<file path="src/rtl/core/sgdcb_pkg.sv">
// Package for the scatter-gather descriptor chain builder.
// Holds constants, controller states and the command and status structs.
// No dependencies.
`default_nettype none

package sgdcb_pkg;

    localparam int CHUNK_W        = 24;
    localparam int MAX_GROUP      = 1024;
    localparam int MAX_SEG_CHUNKS = 64;
    localparam int DESC_SHIFT     = 5;
    localparam int GROUP_W        = 11;
    localparam int CFG_IDX_W      = 2;

    localparam logic [31:0] CHUNK_BYTES   = 32'(1 << CHUNK_W);
    localparam logic [31:0] SEG_LEN_LIMIT = 32'(MAX_SEG_CHUNKS * (1 << CHUNK_W));

    localparam logic [CFG_IDX_W-1:0] REG_PCIE_START = 2'd0;
    localparam logic [CFG_IDX_W-1:0] REG_RING_BASE  = 2'd1;
    localparam logic [CFG_IDX_W-1:0] REG_GROUP_SIZE = 2'd2;

    localparam logic [GROUP_W-1:0] GROUP_RESET = 11'(MAX_GROUP);

    typedef enum logic [1:0] {
        ST_IDLE,
        ST_RUN,
        ST_ERR
    } sgdcb_state_t;

    typedef struct packed {
        logic load_seg;
        logic emit_desc;
        logic emit_err;
    } sgdcb_cmd_t;

    typedef struct packed {
        logic in_zero;
        logic in_err;
        logic final_chunk;
        logic out_free;
    } sgdcb_status_t;

endpackage

`default_nettype wire

</file>
<file path="src/rtl/core/sg_descriptor_chain_builder.sv">
// Top level of the scatter-gather descriptor chain builder.
// Instantiates sgdcb_ctrl and sgdcb_datapath; depends on sgdcb_pkg.
//
//   Channel  Handshake             Payload
//   in       in_valid / in_stall   seg_addr, seg_len, last_segment
//   out      out_valid / out_stall axi_addr .. error
//   cfg      cfg_valid / cfg_ready cfg_index, cfg_data
//
// A segment is taken while the controller is idle, then one descriptor is
// emitted per chunk while the output is free; a zero-length segment emits
// nothing; an error segment emits one error item. Reset returns the
// configuration to its defaults and closes any open list. A stalled output
// holds the controller in place; input is stalled until the segment is done.
`default_nettype none

module sg_descriptor_chain_builder (
    input  wire         clk,
    input  wire         rst_n,
    input  wire         cfg_valid,
    output logic        cfg_ready,
    input  wire  [1:0]  cfg_index,
    input  wire  [63:0] cfg_data,
    input  wire         in_valid,
    output logic        in_stall,
    input  wire  [31:0] seg_addr,
    input  wire  [31:0] seg_len,
    input  wire         last_segment,
    output logic        out_valid,
    input  wire         out_stall,
    output logic [31:0] axi_addr,
    output logic [63:0] dev_addr,
    output logic [23:0] len_field,
    output logic        irq_flag,
    output logic        chain_flag,
    output logic [9:0]  slot,
    output logic [31:0] next_desc_addr,
    output logic        run_end,
    output logic        error
);

    sgdcb_pkg::sgdcb_cmd_t    cmd;
    sgdcb_pkg::sgdcb_status_t status;

    assign cfg_ready = 1'b1;

    sgdcb_ctrl u_ctrl (
        .clk      (clk),
        .rst_n    (rst_n),
        .in_valid (in_valid),
        .in_stall (in_stall),
        .status   (status),
        .cmd      (cmd)
    );

    sgdcb_datapath u_datapath (
        .clk            (clk),
        .rst_n          (rst_n),
        .cfg_we         (cfg_valid && cfg_ready),
        .cfg_index      (cfg_index),
        .cfg_data       (cfg_data),
        .seg_addr       (seg_addr),
        .seg_len        (seg_len),
        .last_segment   (last_segment),
        .cmd            (cmd),
        .status         (status),
        .out_stall      (out_stall),
        .out_valid      (out_valid),
        .axi_addr       (axi_addr),
        .dev_addr       (dev_addr),
        .len_field      (len_field),
        .irq_flag       (irq_flag),
        .chain_flag     (chain_flag),
        .slot           (slot),
        .next_desc_addr (next_desc_addr),
        .run_end        (run_end),
        .error          (error)
    );

endmodule

`default_nettype wire

</file>
<file path="src/rtl/core/sgdcb_ctrl.sv">
// Controller state machine of the descriptor chain builder.
// Sequences segment load, descriptor emission and error results.
// Depends on sgdcb_pkg.
`default_nettype none

module sgdcb_ctrl (
    input  wire                   clk,
    input  wire                   rst_n,
    input  wire                   in_valid,
    output logic                  in_stall,
    input  sgdcb_pkg::sgdcb_status_t status,
    output sgdcb_pkg::sgdcb_cmd_t    cmd
);

    sgdcb_pkg::sgdcb_state_t state_reg;
    sgdcb_pkg::sgdcb_state_t state_next;

    always_ff @(posedge clk or negedge rst_n)
    begin
        if (!rst_n)
        begin
            state_reg <= sgdcb_pkg::ST_IDLE;
        end
        else
        begin
            state_reg <= state_next;
        end
    end

    always_comb
    begin
        state_next    = state_reg;
        cmd           = '0;
        in_stall      = 1'b1;
        case (state_reg)
            sgdcb_pkg::ST_IDLE:
            begin
                in_stall = 1'b0;
                if (in_valid)
                begin
                    cmd.load_seg = 1'b1;
                    if (status.in_zero)
                    begin
                        state_next = sgdcb_pkg::ST_IDLE;
                    end
                    else if (status.in_err)
                    begin
                        state_next = sgdcb_pkg::ST_ERR;
                    end
                    else
                    begin
                        state_next = sgdcb_pkg::ST_RUN;
                    end
                end
            end
            sgdcb_pkg::ST_RUN:
            begin
                if (status.out_free)
                begin
                    cmd.emit_desc = 1'b1;
                    if (status.final_chunk)
                    begin
                        state_next = sgdcb_pkg::ST_IDLE;
                    end
                end
            end
            sgdcb_pkg::ST_ERR:
            begin
                if (status.out_free)
                begin
                    cmd.emit_err = 1'b1;
                    state_next   = sgdcb_pkg::ST_IDLE;
                end
            end
            default:
            begin
                state_next = sgdcb_pkg::ST_IDLE;
            end
        endcase
    end

endmodule

`default_nettype wire

</file>
<file path="src/rtl/core/sgdcb_datapath.sv">
// Datapath of the descriptor chain builder: configuration, segment and
// cursor registers, chunk arithmetic and the output register.
// Depends on sgdcb_pkg.
`default_nettype none

module sgdcb_datapath (
    input  wire                   clk,
    input  wire                   rst_n,
    input  wire                   cfg_we,
    input  wire  [1:0]            cfg_index,
    input  wire  [63:0]           cfg_data,
    input  wire  [31:0]           seg_addr,
    input  wire  [31:0]           seg_len,
    input  wire                   last_segment,
    input  sgdcb_pkg::sgdcb_cmd_t    cmd,
    output sgdcb_pkg::sgdcb_status_t status,
    input  wire                   out_stall,
    output logic                  out_valid,
    output logic [31:0]           axi_addr,
    output logic [63:0]           dev_addr,
    output logic [23:0]           len_field,
    output logic                  irq_flag,
    output logic                  chain_flag,
    output logic [9:0]            slot,
    output logic [31:0]           next_desc_addr,
    output logic                  run_end,
    output logic                  error
);

    logic [63:0] pcie_start_reg;
    logic [31:0] ring_base_reg;
    logic [10:0] group_size_reg;

    logic [31:0] addr_reg;
    logic [31:0] len_reg;
    logic        last_reg;
    logic [63:0] cursor_reg;
    logic [9:0]  slot_reg;
    logic        list_open_reg;

    logic        out_valid_reg;
    logic [31:0] axi_addr_reg;
    logic [63:0] dev_addr_reg;
    logic [23:0] len_field_reg;
    logic        irq_reg;
    logic        chain_reg;
    logic [9:0]  slot_out_reg;
    logic [31:0] next_desc_reg;
    logic        run_end_reg;
    logic        error_reg;

    logic        final_chunk;
    logic [31:0] chunk;
    logic [10:0] slot_p1;
    logic [10:0] group_eff;
    logic        irq;
    logic        close_list;
    logic        out_free;

    always_comb
    begin
        if (group_size_reg == 11'd0)
        begin
            group_eff = 11'd1;
        end
        else if (group_size_reg > sgdcb_pkg::GROUP_RESET)
        begin
            group_eff = sgdcb_pkg::GROUP_RESET;
        end
        else
        begin
            group_eff = group_size_reg;
        end
    end

    assign final_chunk = (len_reg <= sgdcb_pkg::CHUNK_BYTES);
    assign chunk       = final_chunk ? len_reg : sgdcb_pkg::CHUNK_BYTES;
    assign slot_p1     = {1'b0, slot_reg} + 11'd1;
    assign irq         = (slot_p1 >= group_eff) || (final_chunk && last_reg);
    assign out_free    = !out_valid_reg || !out_stall;
    assign close_list  = (cmd.load_seg && (seg_len == 32'd0) && last_segment)
                      || (cmd.emit_err && last_reg)
                      || (cmd.emit_desc && final_chunk && last_reg);

    assign status.in_zero     = (seg_len == 32'd0);
    assign status.in_err      = (seg_len > sgdcb_pkg::SEG_LEN_LIMIT);
    assign status.final_chunk = final_chunk;
    assign status.out_free    = out_free;

    always_ff @(posedge clk or negedge rst_n)
    begin
        if (!rst_n)
        begin
            pcie_start_reg <= '0;
            ring_base_reg  <= '0;
            group_size_reg <= sgdcb_pkg::GROUP_RESET;
            cursor_reg     <= '0;
            slot_reg       <= '0;
            list_open_reg  <= 1'b0;
            out_valid_reg  <= 1'b0;
        end
        else
        begin
            if (cfg_we)
            begin
                case (cfg_index)
                    sgdcb_pkg::REG_PCIE_START: pcie_start_reg <= cfg_data;
                    sgdcb_pkg::REG_RING_BASE:  ring_base_reg  <= cfg_data[31:0];
                    sgdcb_pkg::REG_GROUP_SIZE: group_size_reg <= cfg_data[10:0];
                    default:                   ;
                endcase
            end

            if (cmd.load_seg && !list_open_reg)
            begin
                cursor_reg    <= pcie_start_reg;
                slot_reg      <= '0;
                list_open_reg <= 1'b1;
            end
            if (cmd.emit_desc)
            begin
                cursor_reg <= cursor_reg + 64'(chunk);
                slot_reg   <= irq ? 10'd0 : slot_p1[9:0];
            end
            if (close_list)
            begin
                list_open_reg <= 1'b0;
            end

            if (cmd.emit_desc || cmd.emit_err)
            begin
                out_valid_reg <= 1'b1;
            end
            else if (!out_stall)
            begin
                out_valid_reg <= 1'b0;
            end
        end
    end

    always_ff @(posedge clk)
    begin
        if (cmd.load_seg)
        begin
            addr_reg <= seg_addr;
            len_reg  <= seg_len;
            last_reg <= last_segment;
        end
        else if (cmd.emit_desc)
        begin
            addr_reg <= addr_reg + chunk;
            len_reg  <= len_reg - chunk;
        end

        if (cmd.emit_desc)
        begin
            axi_addr_reg  <= addr_reg;
            dev_addr_reg  <= cursor_reg;
            len_field_reg <= final_chunk && (len_reg != sgdcb_pkg::CHUNK_BYTES)
                             ? len_reg[23:0] : 24'd0;
            irq_reg       <= irq;
            chain_reg     <= !irq;
            slot_out_reg  <= slot_reg;
            next_desc_reg <= ring_base_reg + (32'(slot_p1) << sgdcb_pkg::DESC_SHIFT);
            run_end_reg   <= final_chunk;
            error_reg     <= 1'b0;
        end
        else if (cmd.emit_err)
        begin
            axi_addr_reg  <= '0;
            dev_addr_reg  <= '0;
            len_field_reg <= '0;
            irq_reg       <= 1'b0;
            chain_reg     <= 1'b0;
            slot_out_reg  <= '0;
            next_desc_reg <= '0;
            run_end_reg   <= 1'b1;
            error_reg     <= 1'b1;
        end
    end

    assign out_valid      = out_valid_reg;
    assign axi_addr       = axi_addr_reg;
    assign dev_addr       = dev_addr_reg;
    assign len_field      = len_field_reg;
    assign irq_flag       = irq_reg;
    assign chain_flag     = chain_reg;
    assign slot           = slot_out_reg;
    assign next_desc_addr = next_desc_reg;
    assign run_end        = run_end_reg;
    assign error          = error_reg;

    a_emit_nonzero: assert property (@(posedge clk) disable iff (!rst_n)
        cmd.emit_desc |-> (len_reg != 32'd0))
        else $error("Descriptor emitted with no bytes left in the segment.");

    a_flags_exclusive: assert property (@(posedge clk) disable iff (!rst_n)
        (out_valid_reg && !error_reg) |-> (irq_reg != chain_reg))
        else $error("Descriptor has interrupt and chaining in the same state.");

    a_err_shape: assert property (@(posedge clk) disable iff (!rst_n)
        (out_valid_reg && error_reg) |-> (run_end_reg && !irq_reg && !chain_reg))
        else $error("Error item is not a lone closing item.");

    a_no_overwrite: assert property (@(posedge clk) disable iff (!rst_n)
        (out_valid_reg && out_stall) |-> !(cmd.emit_desc || cmd.emit_err))
        else $error("Output register loaded while its item is stalled.");

endmodule

`default_nettype wire

</file>
<file path="config.mk">
export PLATFORM = sky130hd
export DESIGN_NAME = sg_descriptor_chain_builder
export DESIGN_NICKNAME = d
export VERILOG_FILES = /design/src/rtl/core/sgdcb_pkg.sv /design/src/rtl/core/sg_descriptor_chain_builder.sv /design/src/rtl/core/sgdcb_ctrl.sv /design/src/rtl/core/sgdcb_datapath.sv
export SDC_FILE = /design/constraint.sdc
export NUM_CORES = 1
export LEC_CHECK = 0
export BUFFER_PORTS_ARGS = -buffer_cell sky130_fd_sc_hd__clkbuf_2
export CORE_ASPECT_RATIO = 0.6
export CORE_UTILIZATION = 50
export CTS_BUF_LIST = sky130_fd_sc_hd__clkbuf_4 sky130_fd_sc_hd__clkbuf_8
export DETAILED_ROUTE_END_ITERATION = 10
export MAX_ROUTING_LAYER = met4
export PLACE_DENSITY = 0.74
export RECOVER_POWER = 25
export SLEW_MARGIN = 20
export SYNTH_ARGS = -nofsm -noshare
export SYNTH_HDL_FRONTEND = slang
export SYNTH_HIERARCHICAL = 1
export SYNTH_SLANG_ARGS = --single-unit
</file>
<file path="constraint.sdc">
create_clock -name clk -period 4.8 [get_ports clk]
set_input_delay 0.96 -clock clk [delete_from_list [all_inputs] [get_ports clk]]
set_output_delay 0.96 -clock clk [all_outputs]
set_load 0.01 [all_outputs]
</file>
### After elaboration in Yosys (flattened, before gate mapping)

Cells that the tools add are included.

* register bits after elaboration: 416
* latch bits: 0
* RAM bits: 0
* bits in read-only memories: 0
* bits of input ports: 136
* output and inout bits: 169
* logic and storage cells: 112
* memories kept: 0

* add/subtract/negate cells: 5
* multiply operators: 0
* divide/modulo/power cells: 0
* order comparisons: 4
* eq/ne operators: 10
* shifts and indexed selects: 0
* multiplexer cells: 44
* bitwise gates (word level): 0
* reduce and logical (&&, ||, !) cells: 29

Operators by type and width (number)
* $mux 32: 8
* $mux 64: 4
* $mux 24: 3
* $add 64x32->64: 1
* $mux 10: 5
* $add 32x16->32: 1
* $add 32x32->32: 1
* $gt 32x31->1 const B: 1
* $le 32x25->1 const B: 1
* $logic_not 32->1: 1
* $ne 32x25->1 const B: 1
* $sub 32x32->32: 1
* $mux 11: 2
* $mux 1: 15
* $mux 2: 6
* $add 10x1->11 const B: 1
* $ge 11x11->1: 1
* $gt 11x11->1 const B: 1
* $logic_not 11->1: 1
* $logic_and 1x1->1: 8
* $ne 2x1->1 const B: 4
* $reduce_bool 2->1: 4
* $pmux 2 s3: 1
* $reduce_and 2->1: 3
* 7 further kinds: 17

### Logic depth before layout (Yosys ltp)

* word-level depth: 8
* gate-level depth with buffers: 25
* mapped depth without buffers: 19

### Modules after synthesis

The synthesis kept the hierarchy.

Modules (own cells, without submodules)
* sgdcb_datapath: times used 1, cells an instance 2077, area each 22198.8 µm², sequential area each 11507.3 µm²
* sgdcb_ctrl: times used 1, cells an instance 14, area each 130.1 µm², sequential area each 50.0 µm²
* sg_descriptor_chain_builder: times used 1, cells an instance 2, area each 11.3 µm², sequential area each 0.0 µm²

### Worst setup path after synthesis

No wires, ideal clock.

* path type: register -> register
* start: register u_datapath.len_reg[11]
* end: register u_datapath.cursor_reg[53]
* setup time: 0.070 ns
* arrival time: 5.137 ns
* required time: 4.730 ns
* slack: -0.407 ns
* stages on the path, launching flop included: 22
* buffers on the path: 4
* period minus slack after synthesis: 5.207 ns
* path through: edfxtp_1 -> or4_4 -> or4b_4 -> o31a_4 -> clkinv_4 -> buf_2 -> buf_1 -> clkbuf_1 -> and2_1 -> ha_1 -> o21ai_0 -> o311ai_0 -> a21oi_1 -> o21ai_0 -> nand2b_1 -> o31ai_1 -> a21oi_1 -> o22ai_1 -> buf_2 -> nand2_1 -> or4_1 -> nand3_1

* longest elaborated chain between the ends: 4

Ends and longest elaborated chain
* from (decl): RTL line sgdcb_datapath.sv:35 `logic [31:0] len_reg;`
* from (signal assigned): RTL line sgdcb_datapath.sv:146 `len_reg <= seg_len;`
* from (signal assigned): RTL line sgdcb_datapath.sv:152 `len_reg <= len_reg - chunk;`
* $le 32x25->1: RTL line sgdcb_datapath.sv:76 `assign final_chunk = (len_reg <= sgdcb_pkg::CHUNK_BYTES);`
* named net u_datapath.final_chunk: RTL line sgdcb_datapath.sv:52 `logic final_chunk;`
* $mux 32: RTL line sgdcb_datapath.sv:77 `assign chunk = final_chunk ? len_reg : sgdcb_pkg::CHUNK_BYTES;`
* $add 64x32->64: RTL line sgdcb_datapath.sv:122 `cursor_reg <= cursor_reg + 64'(chunk);`
* $mux 64: RTL line sgdcb_datapath.sv:120 `if (cmd.emit_desc)`
* to (signal assigned): RTL line sgdcb_datapath.sv:116 `cursor_reg <= pcie_start_reg;`
* to (signal assigned): RTL line sgdcb_datapath.sv:122
* to (decl): RTL line sgdcb_datapath.sv:37 `logic [63:0] cursor_reg;`

The timed path passes the listed nets, and every way through them passes these cells.
A chain may end at the register's enable or synchronous reset.

==> impl_metrics.yaml <==
logic_synthesis:
  yosysSeqAreaShare_pct: 51.7
  synth_warnings: 6
  synth_enable_flop_cells: 230
  ys_seq_elements: 416
  async_flop_share_pct: 44.5
  ys.flop_type: "edfxtp_1"
  synth_area_sq_um: 22300
  syn-instance-count: 2093
  synth_cell_types: 90
  postSynthAreaPerCell_sq_um: 10.7
timing:
  fin_setup_tns_ns: 0
  finalCriticalPeriod_ns: 4.71
  min_period_over_period_pct: 98.1
  max_clock_freq_mhz: 212
  fin_skew_ns: 0.0185
  hold_viol_final: 0
  slew_violations: 147
  grt_setup_unrepaired: "yes"
  worst_pin_slew_ns: 2.93
  setup_viol: 0
  relSlewSlack_pct: -95.6
global_routing:
  grt_first_pass_wirelength_mm: 99.0
  grt_pass1_vias: 17000
  grt_antenna_before_repair: 0
  grt_usage_pct: 28.8
  gr-total-overflow: 0
  grt_max_degree: 186
setup_path:
  r2r_end: "u_datapath/cursor_reg[59]"
  cp_max_fo: 10
  setup.worst_path.end: "u_datapath/cursor_reg[59]"
  timing.critical_path.buf_inv: 4
  path_cells: "or4_4, or4b_4, o31a_4, clkinv_4, buf_4, and2_1, ha_1, a21oi_1, o21ai_0, a22oi_1, o31ai_4, a21oi_2, o22ai_4, buf_6, and3_2, buf_4, a31oi_1, o21a_1"
  crit_path_end_kind: "flop"
  path_common_cell: "buf_4"
  worstPathArrival_ns: 5.26
  r2r-start: "u_datapath/len_reg[13]"
  crit_cells: 18
  worst_setup_path_start_kind: "flop"
  worstSetupPathType: "reg2reg"
  max_stage_delay_ns: 0.58
  setup.worst_path.start: "u_datapath/len_reg[13]"
  slowest_stage: "or4_4"
  rrSetupSlack_ns: 0.09
  cp.required_ns: 5.35
  worst_r2r_path_depth: 18
  crit_family: "compound AO/OA/AOI/OAI gates"
clock_tree:
  clock_latency_ns: 0.62
  cts_tree: "built"
  clockRootBuffer: "clkbuf_8"
  cts_sinks: 416
  clk_pin_slew_worst_paths_ns: 0.07
  cts_buffers: 66
  clockBufferDepth: 3
  ctsHoldBuffers: 0
  h-tree-depth: 3
pwr:
  peakVddDrop_mv: 0.381
  power.switching_mw: 6.13
  comb_power_share_pct: 38.8
  power_mw: 15.7
  p_per_area_nw_per_um2: 595
  switching_share_pct: 39.0
  seqPwrFrac_pct: 41.4
  clockPowerShare_pct: 19.9
  p_leak_nw: 11.5
  p_int_mw: 9.60
outcome:
  violations: "DRC, capacitance limit, slew limit"
  status: "finished, violations left"
detailed_routing:
  drc: 17
  wirelength_mm: 64.5
  wl_per_cell_microns: 21.0
  via_count: 17800
  dr.pass1.iters: 8
  final_antenna_net_count: 0
  viasPerCell: 5.78
  drtIter0Drc: 1724
die:
  chipHeight_microns: 166
  core_sq_um: 43700
  ioPinCount: 305
  start_util_pct: 51.1
  die_area_sq_um: 45600
  row_count: 59
  die_w_microns: 275
layout:
  multiInputGateArea_sq_um: 10400
  fin_util_pct: 60.5
  syn_to_final_growth_pct: 18.4
  drive_gt1_share_pct: 27.4
  fill_cells: 3703
  diodes: 0
  finish.instance_area_sq_um: 26500
  final_nets: 2665
  seq_area_sq_um: 11600
place:
  numPortBuffers: 303
  dpl.hpwl_mm: 46.6
  placed_cell_area_sq_um: 24900
  gp_congestion: 0.959
min_path:
  min_path_type: "reg2reg"
job:
  maxCapViolCount: 2
routing by layer:
layer | GRT usage [%] | routed length, microns | up-vias
met5 | - | 0 | -
met4 | 6.53 | 1230 | 0
met3 | 6.03 | 5260 | 85
met2 | 39.3 | 27500 | 682
met1 | 43.7 | 30500 | 8686
li1 | - | - | 8344
cell families (layout without fill, tap and decap cells):
| logic type | Yosys count | in the layout | share of synthesized area (%) |
|---|---|---|---|
| simple gates | 710 | 710 | 16.0 |
| compound gates | 475 | 475 | 13.9 |
| flops | 416 | 416 | 51.7 |
| buf+inv | 166 | 559 | 2.90 |
| mux | 137 | 137 | 6.79 |
| xor+xnor | 103 | 103 | 4.04 |
| fa+ha+maj | 83 | 83 | 4.65 |
| other cells | 3 | 15 | 0.0504 |
placed cells by master, fill, tap and decap left out, types with 9 or more instances in the layout:
cell,instances
conb_1,15
ha_1,75
a211oi_1,11
o31ai_1,14
xnor2_1,60
xor2_1,43
nand4_1,22
clkbuf_4,24
nand2_1,214
inv_1,44
nor4_1,15
o21bai_1,17
clkbuf_2,301
nand2b_1,14
o21a_1,15
o22ai_1,9
a21o_1,47
mux2_2,116
nor2_1,133
nor3_1,24
dfrtp_1,184
clkbuf_8,71
and3_1,58
buf_4,82
edfxtp_1,230
nand3_1,47
a31oi_1,19
o21ai_0,121
and2_1,123
a22o_1,10
a21oi_1,101
mux2i_1,20
power by group through the flow:
| stage | clock [mW] | combinational (mW) | sequential, mW |
|---|---|---|---|
| after floorplan | 0 | 3.59 | 6.52 |
| final | 3.12 | 6.10 | 6.51 |
| after CTS | 3.19 | 5.93 | 6.49 |
| after global placement | 0 | 5.82 | 6.50 |
| after global routing | 3.36 | 6.70 | 6.65 |
| after detailed placement | 0 | 5.89 | 6.54 |
worst min-delay path by stage:
stage / startpoint / end / slack (ns) / cells past startpoint
6_report: u_datapath/ring_base_reg[3] / u_datapath/ring_base_reg[3] / 0.50 / 1
5_1_grt: u_datapath/ring_base_reg[4] / u_datapath/ring_base_reg[4] / 0.52 / 1
3_3_place_gp: u_datapath/ring_base_reg[3] / u_datapath/ring_base_reg[3] / 0.48 / 1
4_1_cts: rst_n / u_datapath/pcie_start_reg[49] / 0.47 / 1
3_5_place_dp: u_datapath/ring_base_reg[3] / u_datapath/ring_base_reg[3] / 0.49 / 1
2_1_floorplan: u_datapath/last_reg / u_datapath/list_open_reg / 0.42 / 1
layout make-up:
cell class	count	area share [%]
inverters	47	0.686
clock buffers	95	4.37
clock inverters	22	0.662
multi-input cells	1523	39.3
flip-flops and latches	416	43.7
well taps	579	2.74
repair buffers	395	8.58
stage by stage:
stage / hold slack [ns] / instances / setup WS (ns)
after detailed placement: 0.487 / 2949 / -0.0776
after global placement: 0.481 / 2949 / 0.00972
after CTS: 0.468 / 3068 / 0.00470
after global routing: 0.517 / 3077 / -0.0174
final: 0.501 / 3077 / 0.0905
after floorplan: 0.418 / 2105 / 0.00179
timing repair:
action | in CTS | in global routing
setup endpoints to repair | 14 | 48
resized for setup | 4 | 38
pin swaps | 2 | 14
setup buffers | 2 | 8
cloned | 0 | 1
Yosys cell counts, types with 7 or more instances:
master	count	area share, %
a21o_1	47	1.6
a221oi_1	9	0.35
clkbuf_1	102	1.7
nor2_1	134	2.3
mux2i_1	21	0.94
xnor2_1	60	2.4
and3_1	60	1.7
nor2b_1	8	0.22
o21bai_1	17	0.57
o21ai_0	129	2.9
o31ai_1	16	0.54
dfrtp_1	184	21
o22ai_1	10	0.28
ha_1	79	4.4
edfxtp_1	230	31
a21oi_1	106	2.4
a22o_1	10	0.39
mux2_2	116	5.8
o21a_1	15	0.50
a211oi_1	14	0.47
nand3_1	48	1.1
nor3_1	24	0.54
inv_1	45	0.76
nand2_1	215	3.6
buf_1	9	0.15
nor3b_1	9	0.30
a31oi_1	20	0.56
and2_1	125	3.5
nand2b_1	15	0.42
xor2_1	43	1.7
nand4_1	22	0.62
nor4_1	15	0.42
o211ai_1	7	0.24
(Power assumes the default switching activity.)
